$ cat config.mk
export PLATFORM = sky130hd
export DESIGN_NAME = fcl_ram
export DESIGN_NICKNAME = d
export VERILOG_FILES = /design/src/sv/fcl_ram.sv
export SDC_FILE = /design/constraint.sdc
export NUM_CORES = 1
export LEC_CHECK = 0
export BUFFER_PORTS_ARGS = -buffer_cell sky130_fd_sc_hd__buf_2
export CORE_ASPECT_RATIO = 1.5
export CORE_UTILIZATION = 29
export CTS_CLUSTER_SIZE = 25
export DETAILED_ROUTE_END_ITERATION = 16
export GPL_ROUTABILITY_DRIVEN = 0
export PLACE_DENSITY = 0.55
export SETUP_SLACK_MARGIN = 0.5
export SLEW_MARGIN = 10
export SYNTH_ARGS = -nofsm -noshare
export SYNTH_HDL_FRONTEND = slang
export SYNTH_SLANG_ARGS = --single-unit
export TNS_END_PERCENT = 5
$ cat constraint.sdc
create_clock -name clk -period 2.25 [get_ports clk]
set_clock_uncertainty 0.1 [all_clocks]
set_input_delay 0.225 -clock clk [delete_from_list [all_inputs] [get_ports clk]]
set_output_delay 0.225 -clock clk [all_outputs]
set_load 0.01 [all_outputs]
$ cat src/sv/fcl_ram.sv
// ---------------------------------------------------------------------------
// fcl_ram
// Simple dual-port synchronous RAM, one write and one registered read port.
// ---------------------------------------------------------------------------
module fcl_ram #(
  parameter int DEPTH = 64,
  parameter int WIDTH = 16,
  parameter int AW    = 6
) (
  input  logic             clk,
  input  logic             we,
  input  logic [AW-1:0]    waddr,
  input  logic [WIDTH-1:0] wdata,
  input  logic [AW-1:0]    raddr,
  output logic [WIDTH-1:0] rdata
);

  logic [WIDTH-1:0] mem [DEPTH];

  // A read of the address being written returns the old word.
  always_ff @(posedge clk) begin
    if (we) begin
      mem[waddr] <= wdata;
    end
    rdata <= mem[raddr];
  end

endmodule

After elaboration in Yosys (flattened, before gate mapping)
Memory sizes are Yosys's and may differ from the RTL's. A register that Yosys moved wholly into a read port is not among the register bits.
Index checks and enable logic that the tools add are counted.

word-level totals
  memories kept = 1
  output and inout bits = 16
  bits in registers = 0
  memory bits (writable) = 1,024

memories
  name  words  bits a word  rd ports  clocked after memory_dff  write ports  line  source
  mem   64     16           1         1                         1            18    logic [WIDTH-1:0] mem [DEPTH];

operators by class
  multiplexer cells = 2

operator list
  kind     count
  $mux W1  2

Depth between registers and ports, before layout
  depth after elaboration = 2
  depth in mapped cells = 10
  mapped depth without buffers = 5

Worst setup path before layout
OpenSTA, ideal clock, no wires.

  kind = in2reg
  start = input port waddr[3]
  end = memory mem[48][0], enable pin
  data arrival time = 1,851 ps
  stages on the path = 4
  path buffers = 1
  slack = -110 ps
  cell sequence = clkbuf_1 -> nor2b_1 -> nand4b_1 -> nor3_1

RTL lines
  element          line  source
  start, declared  12    input logic [AW-1:0] waddr,
  end, declared    18

Straight into the memory's write port.

==> impl_metrics.toml <==
[floorplanning]
core-area_um2 = 137000
fp.dieH_um = 457
rows = 166
die-area_um2 = 140000
initial_core_util_pct = 29.3
ios = 46
die_w_um = 305

[logic_synthesis]
yosys.area.top_type = "edfxtp_1"
synth_edf_count = 1024
synth_nets = 1859
yosys_warnings = 0
yosys-top-cells-area = "edfxtp_1, mux4_2, mux2i_1, dfxtp_1, mux2_2"
syn_area_um2 = 40000
async_flop_share_pct = 0
synth_top_cell_area_share_pct = 76.8
syn_avg_cell_area_um2 = 21.9
synthFlopType = "edfxtp_1"
synth_cell_type_count = 43
ys_seq_area_share_pct = 77.6
ys_ff_latch = 1040
synthCells = 1829

[finish]
nets = 2172
drive_gt1_share_pct = 35.3
fillerInstances = 12600
areaGrowthSynthToFinish_pct = 19.8
seqCellArea_um2 = 31100
multi_input_area_um2 = 8710
final_area_um2 = 48000

[global_routing]
grt_max_degree = 65
grt_pass1_vias = 20500
grt_pass1_wl_um = 150000
grt_overflow_total = 0
globalRouteTotalUtil_pct = 15.0
antenna_found_initial = 3

[setup_path]
cp_slowest_stage_delay_ns = 0.48
slowest_stage = "mux4_2"
endpoint_kind = "register"
cp_cell_sequence = "mux4_2 > mux2_4 > nand2_2 > nand4_1 > buf_4 > and4_1"
cp_max_fo = 1
cp-start-kind = "register"
cp.arrival_ns = 2.48
crit_type = "reg -> reg"
required_ns = 2.73

[power]
pwr-share-comb_pct = 6.1
pwr-share-clk_pct = 39.7
p_int_mw = 31.2
swShare_pct = 21.3
total_power_mw = 39.7
p_sw_mw = 8.44
pwr_density_cell_nw_per_um2 = 827
p_leak_nw = 15.2
ir_drop_mv = 0.592
p_seq_share_pct = 54.2

[timing]
timing.final.max_slew_violations = 0
period_needed_ns = 2.00
tightest_slew_ns = 0.831
hold_ws_ns = 0.0165
hold_violations = 0
fin_ws_ns = 0.252
finalSetupViolations = 0
slew-limit-headroom_pct = 44.6
min_period_over_period_pct = 88.8
fmax_ghz = 0.501
rsz0062_at_grt = "yes"

[routing]
drtIter0Drc = 1399
finalWirelength_um = 105000
post_drt_wl_per_cell_um = 26.3
firstDrtPassIters = 5
routed_via_density = 4.83
drtAntennaViolNets = 0
drc = 0
via_count = 19200

[clocking]
cts_root_buf = "clkbuf_16"
cts.sinks = 1040
max-clock-path-buffers = 3
cts_setup_buffers = 0
clk_pin_slew_ns = 0.07
htree_levels = 3
numCtsBuffers = 88
cts_tree = "done"
worst_skew_pair.late_latency_ns = 0.69

[place]
hpwlAfterDp_um = 69400
dpl_cell_area_um2 = 44700
portBuffers = 45
pre_cts_ws_ns = -0.442

[run_status]
status = "finished, final reports clean"

[flow_run]
maxCapViolations = 0

[min_path]
hold_path_class = "in -> reg"
==> timing repair <==
action	CTS	global route
hold endpoints to repair	515	1
pin swaps	5	13
endpoints found under the setup margin	18	151
hold buffers	15	1
gates resized for setup	12	18
==> state kept, by name, summed over array words and instances (netlist names) <==
register / cells
mem: 1024
rdata: 16
==> cell usage in the layout, fill, tap and decap left out, types with 6 or more instances in the layout <==
cell type      netlist  routed
a211o_1              8       8
a211oi_1             8       8
a21oi_1             17      15
a221o_1              6       6
a221oi_1            16      12
a22o_1               6       6
a22oi_1             39      36
buf_12               5      49
buf_2               36      42
buf_4               13     216
bufinv_16            0      11
clkbuf_1            24      17
clkbuf_16            0      92
clkinv_1             0      11
clkinv_2             0      16
dfxtp_1             16      16
dlygate4sd3_1        0      16
edfxtp_1          1024    1024
mux2_2              27      24
mux2i_1             85      83
mux4_2             220     220
nand2_1             59      58
nand3_1             24      19
nand4_1             12      12
nor2_1              72      15
nor2_2               2      28
nor2_4               0      31
nor2b_1             30      29
==> metrics by stage <==
step / cells / setup TNS [ns] / utilization [%]
6_report: 3977 / 0 / 35.1
5_1_grt: 3977 / 0 / 35.1
4_1_cts: 3975 / 0 / 35.0
3_5_place_dp: 3800 / -4.40 / 32.7
3_3_place_gp: 3800 / -3.86 / 32.7
2_1_floorplan: 1829 / 0 / -
==> worst max-delay path, delay by kind of cell, from the launching register on <==
| kind | cells | cell delay, ns |
|---|---|---|
| buffers and inverters | 1 | 0.25 |
| flip-flops | 1 | 0.35 |
| multiplexers | 2 | 0.78 |
| AND/OR/NAND/NOR | 3 | 0.44 |
==> synth_stat cells, types with 2 or more instances <==
master    count
a211o_1       8
a211oi_1      8
a21oi_1      17
a221o_1       6
a221oi_1     16
a22o_1        6
a22oi_1      39
a311oi_1      8
a31oi_1       8
a41oi_1       5
and2_1        2
and4_1        5
buf_1         3
buf_12        5
buf_2        36
buf_4        13
buf_6        17
buf_8         3
clkbuf_1     24
clkbuf_2      2
dfxtp_1      16
edfxtp_1   1024
mux2_2       27
mux2i_1      85
mux4_1        4
mux4_2      220
nand2_1      59
nand2b_1      3
nand3_1      24
nand3b_1      2
nand4_1      12
nor2_1       72
nor2_2        2
nor2b_1      30
nor3_1        2
nor4_2        3
o21ai_0       5
o21ai_1       3
==> power by group through the flow <==
stage	combinational [mW]	sequential (mW)	clock (mW)
6_report	2.44	21.5	15.7
5_1_grt	2.57	21.5	16.7
4_1_cts	2.47	21.5	16.0
3_5_place_dp	2.43	21.9	0
3_3_place_gp	2.39	21.9	0
2_1_floorplan	1.14	21.9	0
==> cells by family after synthesis <==
family                 after synthesis  synth area share (%)
flip-flops                        1040                  77.6
multiplexers                       336                  15.5
AND/OR/NAND/NOR                    220                  2.65
AO/OA/AOI/OAI                      129                  2.41
buffers and inverters              104                  1.83
==> final timing paths <==
| path | startpoint | to | slack (ns) | cells past startpoint |
|---|---|---|---|---|
| worst max-delay path | mem[23][14]$_DFFE_PP_ | rdata[14]$_DFF_P_ | 0.25 | 6 |
| worst min-delay path | wdata[12] | mem[3][12]$_DFFE_PP_ | 0.02 | 1 |
| worst max register to register | mem[23][14]$_DFFE_PP_ | rdata[14]$_DFF_P_ | 0.25 | 6 |
| worst min register to register | mem[1][10]$_DFFE_PP_ | rdata[10]$_DFF_P_ | 0.74 | 4 |
==> routing by layer <==
metal	track usage (%)	vias to the layer above	routed length (µm)	share of wire [%]
met4	6.01	0	3890	3.7
met1	16.5	10400	38100	36
met5	0	-	0	0
met2	28.6	434	58700	56
li1	-	8282	-	-
met3	2.05	152	3880	3.7
==> final cells by class <==
cell class                 instances  share of cell area [%]
sequential                      1040                    64.8
multi-input combinational        685                    18.2
clock inverter                    50                    1.17
timing repair buffer             327                    6.31
clock buffer                     110                    4.96
antenna                            1                 0.00522
tap                             1764                    4.60
Note: power is estimated with default switching activity, not from simulation.
